[config.mk]
export PLATFORM = sky130hd
export DESIGN_NAME = ctc_greedy_token_decoder_top_flat
export DESIGN_NICKNAME = d
export VERILOG_FILES = /design/src/rtl/core/ctcgd_pkg.sv /design/src/rtl/core/ctcgd_logit_if.sv /design/src/rtl/core/ctcgd_token_if.sv /design/src/rtl/core/ctcgd_cfg_if.sv /design/src/rtl/core/ctcgd_frame_argmax.sv /design/src/rtl/core/ctcgd_collapse.sv /design/src/rtl/core/ctcgd_timestamp.sv /design/src/rtl/core/ctc_greedy_token_decoder_top.sv /design/src/flat_wrapper.sv
export SDC_FILE = /design/constraint.sdc
export NUM_CORES = 1
export LEC_CHECK = 0
export BUFFER_PORTS_ARGS = -buffer_cell sky130_fd_sc_hd__buf_4
export CAP_MARGIN = 10
export CORE_ASPECT_RATIO = 0.9
export CORE_MARGIN = 1.5
export CORE_UTILIZATION = 43
export CTS_CLUSTER_DIAMETER = 40
export CTS_CLUSTER_SIZE = 14
export DETAILED_ROUTE_END_ITERATION = 7
export GPL_ROUTABILITY_DRIVEN = 1
export PLACE_DENSITY_LB_ADDON = 0.12
export SLEW_MARGIN = 20
export SYNTH_ARGS = -nofsm -noshare
export SYNTH_HDL_FRONTEND = slang
export SYNTH_SLANG_ARGS = --single-unit
export TNS_END_PERCENT = 5
[constraint.sdc]
create_clock -name clk -period 6 [get_ports clk]
set_input_delay 0.9 -clock clk [delete_from_list [all_inputs] [get_ports clk]]
set_output_delay 0.9 -clock clk [all_outputs]
set_load 0.1 [all_outputs]
[src/rtl/core/ctcgd_pkg.sv]
package ctcgd_pkg;

	// fixed field widths
	localparam int LOGIT_W      = 16;
	localparam int TOK_W        = 12;
	localparam int FRAME_IDX_W  = 16;
	localparam int MS_W         = 24;
	localparam int FRAME_MS_W   = 8;
	localparam int VOCAB_SZ_W   = 13;
	localparam int CFG_IDX_W    = 2;
	localparam int CFG_DATA_W   = 13;

	// register indexes on the configuration channel
	localparam logic [CFG_IDX_W-1:0] CFG_VOCAB_SIZE  = 2'd0;
	localparam logic [CFG_IDX_W-1:0] CFG_BLANK_TOKEN = 2'd1;
	localparam logic [CFG_IDX_W-1:0] CFG_FRAME_MS    = 2'd2;

	// register reset values
	localparam logic [VOCAB_SZ_W-1:0] VOCAB_SIZE_RST  = 13'd512;
	localparam logic [TOK_W-1:0]      BLANK_TOKEN_RST = 12'd0;
	localparam logic [FRAME_MS_W-1:0] FRAME_MS_RST    = 8'd40;

	// reserved ids: tracked as previous token but never emitted
	localparam logic [TOK_W-1:0] TOK_RSVD_A = 12'd1;
	localparam logic [TOK_W-1:0] TOK_RSVD_B = 12'd2;
	localparam logic [TOK_W-1:0] TOK_RSVD_C = 12'd3;

	localparam logic [MS_W-1:0] MS_MAX = 24'hFFFFFF;

	// frame decision handed from argmax to collapse
	typedef struct packed {
		logic             close;
		logic             eou;
		logic [TOK_W-1:0] tok;
	} frame_close_t;

endpackage

[src/rtl/core/ctcgd_logit_if.sv]
interface ctcgd_logit_if;
	import ctcgd_pkg::*;

	logic                      valid;
	logic                      ready;
	logic signed [LOGIT_W-1:0] logit_value;
	logic                      end_of_utterance;

	modport source (output valid, logit_value, end_of_utterance, input ready);
	modport sink   (input valid, logit_value, end_of_utterance, output ready);
endinterface

[src/rtl/core/ctcgd_token_if.sv]
interface ctcgd_token_if;
	import ctcgd_pkg::*;

	logic                   valid;
	logic                   ready;
	logic [TOK_W-1:0]       token_id;
	logic [FRAME_IDX_W-1:0] frame_index;
	logic [MS_W-1:0]        start_ms;
	logic [MS_W-1:0]        end_ms;

	modport source (output valid, token_id, frame_index, start_ms, end_ms, input ready);
	modport sink   (input valid, token_id, frame_index, start_ms, end_ms, output ready);
endinterface

[src/rtl/core/ctcgd_cfg_if.sv]
interface ctcgd_cfg_if;
	import ctcgd_pkg::*;

	logic                  valid;
	logic                  ready;
	logic [CFG_IDX_W-1:0]  index;
	logic [CFG_DATA_W-1:0] data;

	modport source (output valid, index, data, input ready);
	modport sink   (input valid, index, data, output ready);
endinterface

[src/rtl/core/ctcgd_frame_argmax.sv]
module ctcgd_frame_argmax #(
	parameter int MAX_VOCAB   = 4096,
	parameter int SCORE_WIDTH = 16
) (
	input  logic                                 clk,
	input  logic                                 arst_n,
	input  logic                                 fire,
	input  logic signed [ctcgd_pkg::LOGIT_W-1:0] logit_value,
	input  logic                                 end_of_utterance,
	input  logic [ctcgd_pkg::VOCAB_SZ_W-1:0]     vocab_size,
	output ctcgd_pkg::frame_close_t              fc
);
	import ctcgd_pkg::*;

	localparam int POS_W = $clog2(MAX_VOCAB);
	localparam logic signed [32:0] S_HI = (33'sd1 <<< (SCORE_WIDTH - 1)) - 33'sd1;
	localparam logic signed [32:0] S_LO = -S_HI - 33'sd1;

	logic signed [SCORE_WIDTH-1:0] best_score_q;
	logic [TOK_W-1:0]              best_idx_q;
	logic [POS_W-1:0]              pos_q;

	logic signed [32:0]            score_ext;
	logic signed [SCORE_WIDTH-1:0] score;
	logic [POS_W-1:0]              last_pos;
	logic                          take;
	logic [TOK_W-1:0]              best_idx_nxt;

	// saturate the logit into the score range
	always_comb begin
		score_ext = 33'(logit_value);
		if (score_ext > S_HI) begin
			score = SCORE_WIDTH'(S_HI);
		end else if (score_ext < S_LO) begin
			score = SCORE_WIDTH'(S_LO);
		end else begin
			score = SCORE_WIDTH'(score_ext);
		end
	end

	// frame length: zero means one, clipped to MAX_VOCAB
	always_comb begin
		if (vocab_size == '0) begin
			last_pos = '0;
		end else if (32'(vocab_size) > MAX_VOCAB) begin
			last_pos = POS_W'(MAX_VOCAB - 1);
		end else begin
			last_pos = POS_W'(32'(vocab_size) - 32'd1);
		end
	end

	// strictly greater wins, so the first index keeps ties
	assign take         = (pos_q == '0) || (score > best_score_q);
	assign best_idx_nxt = take ? TOK_W'(32'(pos_q)) : best_idx_q;

	assign fc.close = (pos_q >= last_pos) || end_of_utterance;
	assign fc.eou   = end_of_utterance;
	assign fc.tok   = best_idx_nxt;

	always_ff @(posedge clk or negedge arst_n) begin
		if (!arst_n) begin
			best_score_q <= '0;
			best_idx_q   <= '0;
			pos_q        <= '0;
		end else if (fire) begin
			if (take) begin
				best_score_q <= score;
			end
			best_idx_q <= best_idx_nxt;
			pos_q      <= fc.close ? '0 : pos_q + POS_W'(1);
		end
	end
endmodule

[src/rtl/core/ctcgd_collapse.sv]
module ctcgd_collapse #(
	parameter int FRAME_COUNT_WIDTH = 16
) (
	input  logic                               clk,
	input  logic                               arst_n,
	input  logic                               fire,
	input  logic                               adv,
	input  ctcgd_pkg::frame_close_t            fc,
	input  logic [ctcgd_pkg::TOK_W-1:0]        blank_token,
	output logic                               valid_s1,
	output logic [ctcgd_pkg::TOK_W-1:0]        tok_s1,
	output logic [FRAME_COUNT_WIDTH-1:0]       frame_s1
);
	import ctcgd_pkg::*;

	logic [TOK_W-1:0]             prev_tok_q;
	logic                         prev_vld_q;
	logic [FRAME_COUNT_WIDTH-1:0] frame_cnt_q;

	logic is_blank;
	logic is_repeat;
	logic is_rsvd;
	logic emit;

	assign is_blank  = (fc.tok == blank_token);
	assign is_repeat = prev_vld_q && (fc.tok == prev_tok_q);
	assign is_rsvd   = (fc.tok == TOK_RSVD_A) || (fc.tok == TOK_RSVD_B) ||
	                   (fc.tok == TOK_RSVD_C);
	assign emit      = fc.close && !is_blank && !is_repeat && !is_rsvd;

	always_ff @(posedge clk or negedge arst_n) begin
		if (!arst_n) begin
			prev_tok_q  <= '0;
			prev_vld_q  <= 1'b0;
			frame_cnt_q <= '0;
		end else if (fire && fc.close) begin
			// a repeat leaves the last token as it is
			if (!is_blank && !is_repeat) begin
				prev_tok_q <= fc.tok;
			end
			// utterance end restarts numbering and forgets the last token
			if (fc.eou) begin
				frame_cnt_q <= '0;
				prev_vld_q  <= 1'b0;
			end else begin
				// blank clears history; a repeat only occurs with it already set
				prev_vld_q <= !is_blank;
				if (frame_cnt_q != '1) begin
					frame_cnt_q <= frame_cnt_q + FRAME_COUNT_WIDTH'(1);
				end
			end
		end
	end

	always_ff @(posedge clk or negedge arst_n) begin
		if (!arst_n) begin
			valid_s1 <= 1'b0;
		end else if (adv) begin
			valid_s1 <= fire && emit;
		end
	end

	always_ff @(posedge clk) begin
		if (adv) begin
			tok_s1   <= fc.tok;
			frame_s1 <= frame_cnt_q;
		end
	end
endmodule

[src/rtl/core/ctcgd_timestamp.sv]
module ctcgd_timestamp #(
	parameter int FRAME_COUNT_WIDTH = 16
) (
	input  logic                                clk,
	input  logic                                arst_n,
	input  logic                                adv,
	input  logic                                valid_s1,
	input  logic [ctcgd_pkg::TOK_W-1:0]         tok_s1,
	input  logic [FRAME_COUNT_WIDTH-1:0]        frame_s1,
	input  logic [ctcgd_pkg::FRAME_MS_W-1:0]    frame_ms,
	ctcgd_token_if.source                       tokens
);
	import ctcgd_pkg::*;

	localparam int PROD_W = FRAME_COUNT_WIDTH + FRAME_MS_W;

	logic [PROD_W-1:0] prod;
	logic [MS_W-1:0]   start_sat;
	logic [MS_W:0]     end_sum;
	logic [MS_W-1:0]   end_sat;

	logic                   valid_s2;
	logic [TOK_W-1:0]       tok_s2;
	logic [FRAME_IDX_W-1:0] frame_s2;
	logic [MS_W-1:0]        start_s2;
	logic [MS_W-1:0]        end_s2;

	always_comb begin
		prod = PROD_W'(frame_s1) * PROD_W'(frame_ms);
		if (64'(prod) > 64'(MS_MAX)) begin
			start_sat = MS_MAX;
		end else begin
			start_sat = MS_W'(prod);
		end
		end_sum = {1'b0, start_sat} + (MS_W + 1)'(frame_ms);
		end_sat = end_sum[MS_W] ? MS_MAX : end_sum[MS_W-1:0];
	end

	always_ff @(posedge clk or negedge arst_n) begin
		if (!arst_n) begin
			valid_s2 <= 1'b0;
		end else if (adv) begin
			valid_s2 <= valid_s1;
		end
	end

	always_ff @(posedge clk) begin
		if (adv) begin
			tok_s2   <= tok_s1;
			frame_s2 <= FRAME_IDX_W'(32'(frame_s1));
			start_s2 <= start_sat;
			end_s2   <= end_sat;
		end
	end

	assign tokens.valid       = valid_s2;
	assign tokens.token_id    = tok_s2;
	assign tokens.frame_index = frame_s2;
	assign tokens.start_ms    = start_s2;
	assign tokens.end_ms      = end_s2;
endmodule

[src/rtl/core/ctc_greedy_token_decoder_top.sv]
// CTC greedy token decoder, one logit beat per cycle.
// Throughput: one logit accepted every cycle while the token side keeps up.
// After the beat that closes its frame, a token passes the collapse register,
// then the timestamp multiply into the output register, before it appears.
// Reset (arst_n low) clears argmax, collapse state and pipeline valids and
// restores vocab_size 512, blank_token 0, frame_ms 40.
module ctc_greedy_token_decoder_top #(
	parameter int MAX_VOCAB         = 4096,
	parameter int SCORE_WIDTH       = 16,
	parameter int FRAME_COUNT_WIDTH = 16
) (
	input  logic          clk,
	input  logic          arst_n,
	ctcgd_logit_if.sink   logits,
	ctcgd_token_if.source tokens,
	ctcgd_cfg_if.sink     cfg
);
	import ctcgd_pkg::*;

	// configuration registers
	logic [VOCAB_SZ_W-1:0] vocab_size_q;
	logic [TOK_W-1:0]      blank_token_q;
	logic [FRAME_MS_W-1:0] frame_ms_q;

	// pipeline control
	logic fire;
	logic adv1;
	logic adv2;

	frame_close_t                 fc;
	logic                         valid_s1;
	logic [TOK_W-1:0]             tok_s1;
	logic [FRAME_COUNT_WIDTH-1:0] frame_s1;

	// Config channel never stalls; unknown indexes are dropped.
	assign cfg.ready = 1'b1;

	always_ff @(posedge clk or negedge arst_n) begin
		if (!arst_n) begin
			vocab_size_q  <= VOCAB_SIZE_RST;
			blank_token_q <= BLANK_TOKEN_RST;
			frame_ms_q    <= FRAME_MS_RST;
		end else if (cfg.valid) begin
			unique case (cfg.index)
				CFG_VOCAB_SIZE:  vocab_size_q  <= cfg.data[VOCAB_SZ_W-1:0];
				CFG_BLANK_TOKEN: blank_token_q <= cfg.data[TOK_W-1:0];
				CFG_FRAME_MS:    frame_ms_q    <= cfg.data[FRAME_MS_W-1:0];
				default: ;
			endcase
		end
	end

	// Output register frees when empty or taken this cycle; the collapse
	// register moves whenever the output register can take it or it is empty.
	// A logit beat is taken whenever the collapse register can move, so frames
	// that yield no token never hold up the stream.
	assign adv2         = !tokens.valid || tokens.ready;
	assign adv1         = adv2 || !valid_s1;
	assign logits.ready = adv1;
	assign fire         = logits.valid && adv1;

	// running argmax over the frame, closes on frame length or utterance end
	ctcgd_frame_argmax #(
		.MAX_VOCAB   (MAX_VOCAB),
		.SCORE_WIDTH (SCORE_WIDTH)
	) u_argmax (
		.clk              (clk),
		.arst_n           (arst_n),
		.fire             (fire),
		.logit_value      (logits.logit_value),
		.end_of_utterance (logits.end_of_utterance),
		.vocab_size       (vocab_size_q),
		.fc               (fc)
	);

	// blank / repeat / reserved-id collapse and frame numbering
	ctcgd_collapse #(
		.FRAME_COUNT_WIDTH (FRAME_COUNT_WIDTH)
	) u_collapse (
		.clk         (clk),
		.arst_n      (arst_n),
		.fire        (fire),
		.adv         (adv1),
		.fc          (fc),
		.blank_token (blank_token_q),
		.valid_s1    (valid_s1),
		.tok_s1      (tok_s1),
		.frame_s1    (frame_s1)
	);

	// frame_index * frame_ms with 24-bit saturation, drives the token beat
	ctcgd_timestamp #(
		.FRAME_COUNT_WIDTH (FRAME_COUNT_WIDTH)
	) u_timestamp (
		.clk      (clk),
		.arst_n   (arst_n),
		.adv      (adv2),
		.valid_s1 (valid_s1),
		.tok_s1   (tok_s1),
		.frame_s1 (frame_s1),
		.frame_ms (frame_ms_q),
		.tokens   (tokens)
	);
endmodule
[src/flat_wrapper.sv]
// flat-port wrapper written by rule: the top's interface ports become plain ports
module ctc_greedy_token_decoder_top_flat import ctcgd_pkg::*;
#(
	parameter int MAX_VOCAB         = 4096,
	parameter int SCORE_WIDTH       = 16,
	parameter int FRAME_COUNT_WIDTH = 16
)
  (clk, arst_n, logits_valid, logits_logit_value, logits_end_of_utterance, logits_ready, tokens_valid, tokens_token_id, tokens_frame_index, tokens_start_ms, tokens_end_ms, tokens_ready, cfg_valid, cfg_index, cfg_data, cfg_ready);
  ctcgd_logit_if logits_i ();
  ctcgd_token_if tokens_i ();
  ctcgd_cfg_if cfg_i ();
  input  logic clk;
  input  logic arst_n;
  input wire logic [$bits(logits_i.valid)-1:0] logits_valid;
  input wire logic [$bits(logits_i.logit_value)-1:0] logits_logit_value;
  input wire logic [$bits(logits_i.end_of_utterance)-1:0] logits_end_of_utterance;
  output wire logic [$bits(logits_i.ready)-1:0] logits_ready;
  output wire logic [$bits(tokens_i.valid)-1:0] tokens_valid;
  output wire logic [$bits(tokens_i.token_id)-1:0] tokens_token_id;
  output wire logic [$bits(tokens_i.frame_index)-1:0] tokens_frame_index;
  output wire logic [$bits(tokens_i.start_ms)-1:0] tokens_start_ms;
  output wire logic [$bits(tokens_i.end_ms)-1:0] tokens_end_ms;
  input wire logic [$bits(tokens_i.ready)-1:0] tokens_ready;
  input wire logic [$bits(cfg_i.valid)-1:0] cfg_valid;
  input wire logic [$bits(cfg_i.index)-1:0] cfg_index;
  input wire logic [$bits(cfg_i.data)-1:0] cfg_data;
  output wire logic [$bits(cfg_i.ready)-1:0] cfg_ready;
  assign logits_i.valid = logits_valid;
  assign logits_i.logit_value = logits_logit_value;
  assign logits_i.end_of_utterance = logits_end_of_utterance;
  assign logits_ready = logits_i.ready;
  assign tokens_valid = tokens_i.valid;
  assign tokens_token_id = tokens_i.token_id;
  assign tokens_frame_index = tokens_i.frame_index;
  assign tokens_start_ms = tokens_i.start_ms;
  assign tokens_end_ms = tokens_i.end_ms;
  assign tokens_i.ready = tokens_ready;
  assign cfg_i.valid = cfg_valid;
  assign cfg_i.index = cfg_index;
  assign cfg_i.data = cfg_data;
  assign cfg_ready = cfg_i.ready;
  ctc_greedy_token_decoder_top #(.MAX_VOCAB(MAX_VOCAB), .SCORE_WIDTH(SCORE_WIDTH), .FRAME_COUNT_WIDTH(FRAME_COUNT_WIDTH)) u_core (.clk(clk), .arst_n(arst_n), .logits(logits_i), .tokens(tokens_i), .cfg(cfg_i));
endmodule
; Word-level counts from Yosys, hierarchy flattened
; Cells that the tools add are included.
; Widths: inputs -> output; s select.
[op_classes]
n_reduce_logical = 29
n_mul = 1
n_lt_le_gt_ge = 5
muxes = 9
addsub = 4
eq_ne = 8
[op_table]
columns = operator, n
row1 = $mux 16, 4
row2 = $mux 12, 4
row3 = $add 24x8->25, 1
row4 = $eq 12x12->1, 2
row5 = $eq 12x2->1 const B, 2
row6 = $mul 16x8->24, 1
row7 = $add 16x1->16 const B, 1
row8 = $gt 16x16->1, 1
row9 = $gt 16x16->1 const B, 1
row10 = $lt 16x16->1 const B, 1
row11 = $ne 16x16->1 const B, 1
row12 = $gt 13x13->1 const B, 1
row13 = $logic_not 13->1, 1
row14 = $add 12x1->12 const B, 1
row15 = $eq 12x1->1 const B, 1
row16 = $ge 12x12->1, 1
row17 = $logic_not 12->1, 1
row18 = $reduce_and 2->1, 6
row19 = $sub 12x1->12 const B, 1
row20 = $logic_and 1x1->1, 8
row21 = $logic_or 1x1->1, 6
row22 = $logic_not 1->1, 5
row23 = $eq 2x1->1 const B, 1
row24 = $eq 2x2->1 const B, 1
row25 = 3 further kinds, 3
[word_totals]
wordCells = 73
out_inout_bits = 79
register_bits = 208
inputBits = 37

; Depth between registers and ports, before layout
; Gate-level depths: netlist of the first run.
[depth]
word_depth = 12
depth_mapped = 23
mapped_depth_nobuf = 21

; Modules after synthesis
; A second synthesis of the first run with hierarchy kept.
[unflattened]
hier_cells = 1299
hier_area_um2 = 14287.5
[by_module_without_submodules]
columns = module, area_per_inst_um2, cells_each, seq_area_each_um2, n_inst
row1 = ctcgd_timestamp, 7383.3, 693, 2307.2, 1
row2 = ctcgd_frame_argmax, 2996.6, 323, 1001.0, 1
row3 = ctcgd_collapse, 2618.8, 207, 1591.5, 1
row4 = ctc_greedy_token_decoder_top, 1288.7, 76, 829.5, 1

; Worst setup path after synthesis of the first run
; Ideal clock, no wire load.
[synth_path]
path_kind = flip-flop to flip-flop
start = register u_core.frame_ms_q[5]
end = register u_core.u_timestamp.end_s2[23], in the netlist u_core.u_timestamp.tokens.end_ms[23] (data pin)
arrival_ps = 5735
slack_ps = 5
n_path_buf = 1
stages_incl_launch_ff = 21
required_ps = 5740
synth_period_minus_slack_ps = 5995
setup_time_ps = 260
cell_sequence = dfstp_2 -> clkbuf_1 -> nand2_1 -> fa_1 -> fa_1 -> inv_1 -> fa_1 -> inv_1 -> fa_1 -> inv_1 -> ha_1 -> o21a_1 -> o21a_1 -> o21ai_0 -> nor3_1 -> or4b_2 -> nand3_1 -> nand3_1 -> nor3_1 -> nand3_1 -> mux2_2
[synth_via]
elab_chain_len = 2
[synth_lines]
columns = item, line_no
row1 = "start, declared", ctc_greedy_token_decoder_top.sv:23  ; logic [FRAME_MS_W-1:0] frame_ms_q;
row2 = "start signal, assigned", ctc_greedy_token_decoder_top.sv:47  ; CFG_FRAME_MS: frame_ms_q <= cfg.data[FRAME_MS_W-1:0];
row3 = $mul 16x8->24, ctcgd_timestamp.sv:29  ; prod = PROD_W'(frame_s1) * PROD_W'(frame_ms);
row4 = $add 24x8->25 (*), ctcgd_timestamp.sv:35  ; end_sum = {1'b0, start_sat} + (MS_W + 1)'(frame_ms);
row5 = "end signal, assigned", ctcgd_timestamp.sv:52  ; end_s2 <= end_sat;
row6 = "end, declared", ctcgd_timestamp.sv:26  ; logic [MS_W-1:0] end_s2;
; Mark *: on every way between the ends. The rest lies on a longest branch, timed or not.
; A chain may end at the register's enable or synchronous reset.

; Worst setup path after layout of the first run
; Ends and elaborated chain as after synthesis.

==> flow_metrics.tcl, run 1 <==
set metrics [dict create \
    die_y_um 175 \
    fmax_mhz 174 \
    gp_congestion 0.910 \
    p_leak_uw 0.00820 \
    pin_count 116 \
    synthTopCellsByCount "inv_1, nand2_1, and2_1" \
    vdd.ir_drop.worst_uv 397 \
    arrival_ns 5.99 \
    worst_setup_path_start_kind "register" \
    ant_nets 0 \
    insertion_delay_ns 0.52 \
    synth.distinct_cells 80 \
    synth_edf_count 104 \
    yosys.area.top_type_share 0.220 \
    yosysMostFrequentCell "inv_1" \
    finalSetupViolCount 0 \
    status "finished, final reports clean" \
    syn_area_um2 14200 \
    cap_violations 0 \
    antenna_found_initial 1 \
    post-route-period-util 0.958 \
    cts_htree_levels 2 \
    grt_usage 0.194 \
    yosysTopAreaCell "edfxtp_1" \
    drive_gt1_frac 0.219 \
    port_buffers 114 \
    cp_max_fo 7 \
    synth_seq_cells 208 \
    antennaDiodeCount 0 \
    grt_first_pass_wirelength_um 53000 \
    dp_cells 1864 \
    drc 0 \
    ys.flop_type "edfxtp_1" \
    grt_pass1_vias 10000 \
    synthCells 1341 \
    die_area_um2 34100 \
    rows 62 \
    nFillCells 2857 \
    start_util 0.440 \
    num_vias 10116 \
    firstDrtPassIters 7 \
    die_width_um 194 \
    dp_slack_ns -0.0250 \
    drt-initial-drc-count 531 \
    finalSetupTns_ns 0 \
    grt-ovfl-total 0 \
    synth_nets 1546 \
    finalNonFillerCells 1934 \
    post_drt_wl_per_cell_um 16.9 \
    clock_sinks 208 \
    finClkSkew_ns 0.0256 \
    worst_slack_ns 0.255 \
    via_per_inst 5.23 \
    totalWireLength_um 32800 \
    numCtsBuffers 35 \
    postCtsHoldBufs 0 \
    synthArstFlopShare 0.500 \
    coreArea_um2 32200 \
    end_kind "register" \
    fin_nets 1697 \
    dp_hpwl_um 24700 \
    fin_crit_ns 5.75 \
    max_slew_margin 0.297 \
    worstMarginPinSlew_ns 1.05 \
    total_power_uw 7070 \
    grt_max_degree 68 \
    hold_violations 0 \
    yosysWarnings 0 \
    worstPathRequired_ns 6.25 \
    synth.avg_cell_area_um2 10.6 \
    pwr_density_cell_nw_per_um2 414 \
    clockBufferDepth 3 \
    cts_tree "built" \
    hold_path.class "reg2reg" \
    synth_area_leaders "edfxtp_1, dfrtp_1, fa_1" \
    root_buffer "clkbuf_16" \
    area.growth.synth_to_final_pct 20.6 \
    drv_slew 0 \
    yosysSeqAreaShare 0.404 \
    critPathKind "reg2reg" \
    clkTransAtPathRegs_ns 0.06 \
]
## logic make-up (layout without fill, tap and decap cells)
logic type                 Yosys count  count (layout)  synth area share
muxes                               64              64            0.0508
buffers and inverters              215             392            0.0572
xor gates and xnor gates            73              73            0.0451
AOI/OAI and AO/OA                  211             211            0.0993
adders and majority gates          169             169             0.194
and+or+nand+nor                    400             400             0.149
DFF                                208             208             0.404
other                                1               1          0.000264
## per-layer routing
metal	vias up	share of wire	global-route usage
li1	4920	-	-
met2	263	0.46	0.318
met4	0	0.020	0.0531
met1	4887	0.46	0.265
met3	46	0.052	0.0357
met5	-	0	0
## cell type report
class | instances | area (µm²) | area share
multi-input combinational | 918 | 7780 | 0.455
sequential | 208 | 5730 | 0.335
tap | 416 | 520 | 0.0304
timing repair buffer | 167 | 1260 | 0.0738
clock buffer | 42 | 953 | 0.0558
clock inverter | 21 | 240 | 0.0141
inverter | 162 | 608 | 0.0356
## worst max-delay path, stage by stage, from the launching register on
cell       delay [ns]
dfstp_2          0.61
buf_4            0.14
nand2_1          0.06
fa_1             0.49
fa_1             0.53
fa_1             0.52
fa_1             0.54
inv_1            0.04
ha_1             0.30
a2111oi_0        0.40
o21a_1           0.23
buf_4            0.15
nor2_1           0.06
o311ai_1         0.47
nand4b_1         0.30
nor2_1           0.26
nand3_1          0.11
mux2_2           0.28
## where the power goes
part | switching [µW] | internal, µW
logic | 2040 | 871
clock network | 734 | 1290
registers | 243 | 1900
total | 3020 | 4050
## sequential cells by signal, summed over array words and instances, names as in the netlist, 13 cells and up
register	flops
u_core.u_collapse.frame_cnt_q	16
u_core.u_collapse.frame_s1	16
u_core.vocab_size_q	13
u_core.u_timestamp.tokens.start_ms	24
u_core.u_timestamp.tokens.end_ms	24
u_core.u_argmax.best_score_q	16
u_core.u_timestamp.tokens.frame_index	16
## through the flow
step | utilization | area, µm² | hold slack (ns)
after floorplan | - | 14200 | 0.400
after global placement | 0.488 | 15700 | 0.404
after detailed placement | 0.488 | 15700 | 0.405
after CTS | 0.526 | 16900 | 0.418
after global routing | 0.531 | 17100 | 0.420
final | 0.531 | 17100 | 0.416
## what timing repair did
item,CTS,global route
setup endpoints to repair,4,24
gates resized for setup,1,31
pin swaps,0,5
buffers inserted,0,7
## final timing paths
path                                                                            to  slack [ns]                             startpoint  cells after the start
max in group asynchronous                         u_core.frame_ms_q[7]$_DFFE_PN0P_        4.45                                 arst_n                      2
worst min-delay path               u_core.u_timestamp.tokens.token_id[2]$_DFFE_PP_        0.42  u_core.u_collapse.tok_s1[2]$_DFFE_PN_                      0
worst max register to register  u_core.u_timestamp.tokens.end_ms[23]$_SDFFCE_PP1P_        0.25       u_core.frame_ms_q[5]$_DFFE_PN1P_                     17
worst min register to register     u_core.u_timestamp.tokens.token_id[2]$_DFFE_PP_        0.42  u_core.u_collapse.tok_s1[2]$_DFFE_PN_                      0
min in group asynchronous              u_core.u_collapse.prev_tok_q[9]$_DFFE_PN0P_        0.50                                 arst_n                      1
worst max-delay path            u_core.u_timestamp.tokens.end_ms[23]$_SDFFCE_PP1P_        0.25       u_core.frame_ms_q[5]$_DFFE_PN1P_                     17
## placed cells by master (no fill, tap or decap), drive strengths merged, types with 7 or more instances in the layout
master	synthesis	routed
clkbuf	50	42
nand4	17	17
nand3	17	17
nand2b	9	9
a21o	13	13
a22oi	8	8
edfxtp	104	104
dfrtp	101	101
fa	85	85
clkinv	0	7
o21ai	58	58
o31ai	8	8
buf	3	167
nor4	11	11
a211oi	7	7
xor2	20	20
o21bai	9	9
nor2	51	51
and2	107	107
inv	162	170
a21oi	43	43
ha	83	83
nand2	113	113
mux2	61	61
xnor2	53	53
nor3	19	19
o21a	15	15
and3	16	16
Note: power is estimated with default switching activity, not from simulation.
==> run 2: changes to the inputs <==
- CTS_BUF_LIST: default -> sky130_fd_sc_hd__clkbuf_4 sky130_fd_sc_hd__clkbuf_8
==> run 2 against run 1 <==
Effect of this change:
- clock skew up 0.014 ns
- power down 8.0%
- critical path type unchanged
- fmax up 0.32%
- wire length down 0.65%
- global-route usage down 0.092 points
- hold slack better by 0.0044 ns
- sequential share of layout area up 0.73 points
- core utilization down 1.1 points
- largest power group unchanged
- cell area down 2.1%
- sequential power about the same
- clock power down 28%
==> flow_metrics.tcl, run 2 (same netlist as run 1, synthesis figures left out) <==
set metrics [dict create \
    insertion_delay_ns 0.55 \
    num_vias 10093 \
    drive_gt1_frac 0.224 \
    cp_max_fo 7 \
    root_buffer "clkbuf_8" \
    layout_commonest_cell "buf_4" \
    finalSetupTns_ns 0 \
    die_y_um 175 \
    numCtsBuffers 35 \
    drt-initial-drc-count 532 \
    post_drt_wl_per_cell_um 16.8 \
    status "finished, final reports clean" \
    final_cell_mix "buf_4, inv_1, nand2_1, and2_1, edfxtp_1" \
    gp_congestion 0.910 \
    totalWireLength_um 32600 \
    post-route-period-util 0.954 \
    critPathKind "reg2reg" \
    drv_slew 0 \
    worstMarginPinSlew_ns 1.04 \
    dp_hpwl_um 24700 \
    max_slew_margin 0.304 \
    grt_max_degree 68 \
    fin_crit_ns 5.73 \
    cts_tree "built" \
    cts_htree_levels 2 \
    grt_pass1_vias 9939 \
    pwr_density_cell_nw_per_um2 389 \
    die_area_um2 34100 \
    finClkSkew_ns 0.0392 \
    multi_input_area_um2 7800 \
    postCtsHoldBufs 0 \
    hold_violations 0 \
    worst_slack_ns 0.273 \
    regArea_um2 5730 \
    dp_slack_ns -0.0250 \
    vdd.ir_drop.worst_uv 350 \
    nFillCells 2891 \
    finalNonFillerCells 1934 \
    grt_first_pass_wirelength_um 52600 \
    finalSetupViolCount 0 \
    rows 62 \
    r2r_end "u_core.u_timestamp.tokens.end_ms[23]$_SDFFCE_PP1P_" \
    startpoint "u_core.frame_ms_q[3]$_DFFE_PN1P_" \
    port_buffers 114 \
    whs_ns 0.420 \
    ant_nets 0 \
    pin_count 116 \
    grt_usage 0.193 \
    hold_path.class "reg2reg" \
    clockBufferDepth 3 \
    dp_cells 1864 \
    worstPathRequired_ns 6.28 \
    area.growth.synth_to_final_pct 18.0 \
    end_kind "register" \
    worst_setup_path_start_kind "register" \
    arrival_ns 6.00 \
    antenna_found_initial 1 \
    clkTransAtPathRegs_ns 0.07 \
    via_per_inst 5.22 \
    clock_sinks 208 \
    fmax_mhz 175 \
    grt-ovfl-total 0 \
    drc 0 \
    die_width_um 194 \
    p_leak_uw 0.00804 \
    r2r_slack_ns 0.27 \
    r2r_cells 20 \
    cap_violations 0 \
    firstDrtPassIters 5 \
    crit_path_end "u_core.u_timestamp.tokens.end_ms[23]$_SDFFCE_PP1P_" \
    rr_startpoint "u_core.frame_ms_q[3]$_DFFE_PN1P_" \
    antennaDiodeCount 0 \
    fin_nets 1697 \
    start_util 0.440 \
    coreArea_um2 32200 \
]
## run 2: power by group
group	switching [µW]	total [µW]	leakage (µW)	internal, µW
logic	2040	2910	0.00507	871
clock network	652	1460	0.000402	808
registers	243	2140	0.00256	1890
## run 2: worst min-delay path by stage
stage,start,endpoint,slack [ns],cells after the start
after floorplan,u_core.u_collapse.tok_s1[0]$_DFFE_PN_,u_core.u_timestamp.tokens.token_id[0]$_DFFE_PP_,0.40,0
after global placement,u_core.u_collapse.tok_s1[5]$_DFFE_PN_,u_core.u_timestamp.tokens.token_id[5]$_DFFE_PP_,0.40,0
after detailed placement,u_core.u_collapse.tok_s1[5]$_DFFE_PN_,u_core.u_timestamp.tokens.token_id[5]$_DFFE_PP_,0.41,0
after CTS,u_core.u_collapse.tok_s1[2]$_DFFE_PN_,u_core.u_timestamp.tokens.token_id[2]$_DFFE_PP_,0.42,0
after global routing,u_core.u_collapse.tok_s1[2]$_DFFE_PN_,u_core.u_timestamp.tokens.token_id[2]$_DFFE_PP_,0.42,0
final,u_core.u_collapse.tok_s1[5]$_DFFE_PN_,u_core.u_timestamp.tokens.token_id[5]$_DFFE_PP_,0.42,0
## run 2: metal layers
metal  vias up  routed length, µm  track usage
li1       4898                  -            -
met3        58               1780       0.0346
met5         -                  0            0
met1      4880              15000        0.264
met2       257              15000        0.315
met4         0                777       0.0579
## run 2: stage by stage
step | util | power (µW) | instance area (µm²)
2_1_floorplan | - | 4370 | 14200
3_3_place_gp | 0.488 | 5040 | 15700
3_5_place_dp | 0.488 | 5070 | 15700
4_1_cts | 0.513 | 6560 | 16500
5_1_grt | 0.520 | 6870 | 16700
6_report | 0.520 | 6510 | 16700
## run 2: what timing repair did
action | in CTS | in global routing
resized for setup | 1 | 34
pin swaps | 0 | 5
setup buffers | 0 | 7
setup endpoints to repair | 3 | 24
## run 2: critical path, cell delays in order (launching register included)
cell and delay (ns):
dfstp_2 0.60, buf_4 0.17, and2_1 0.14, fa_1 0.46, fa_1 0.53, fa_1 0.56
inv_1 0.06, fa_1 0.52, inv_1 0.04, ha_1 0.30, buf_4 0.16, inv_1 0.12
nor2_1 0.06, o21a_1 0.17, a311o_1 0.38, a221o_1 0.38, nand3_2 0.11, nand2_2 0.09
nor3_4 0.22, nand3_1 0.11, mux2_2 0.28
## run 2: cell type report
type | count | share of cell area
multi-input cells | 918 | 0.466
flip-flops and latches | 208 | 0.343
repair buffers | 167 | 0.0752
inverters | 162 | 0.0364
clock buffers | 41 | 0.0326
well taps | 416 | 0.0311
clock inverters | 22 | 0.0156
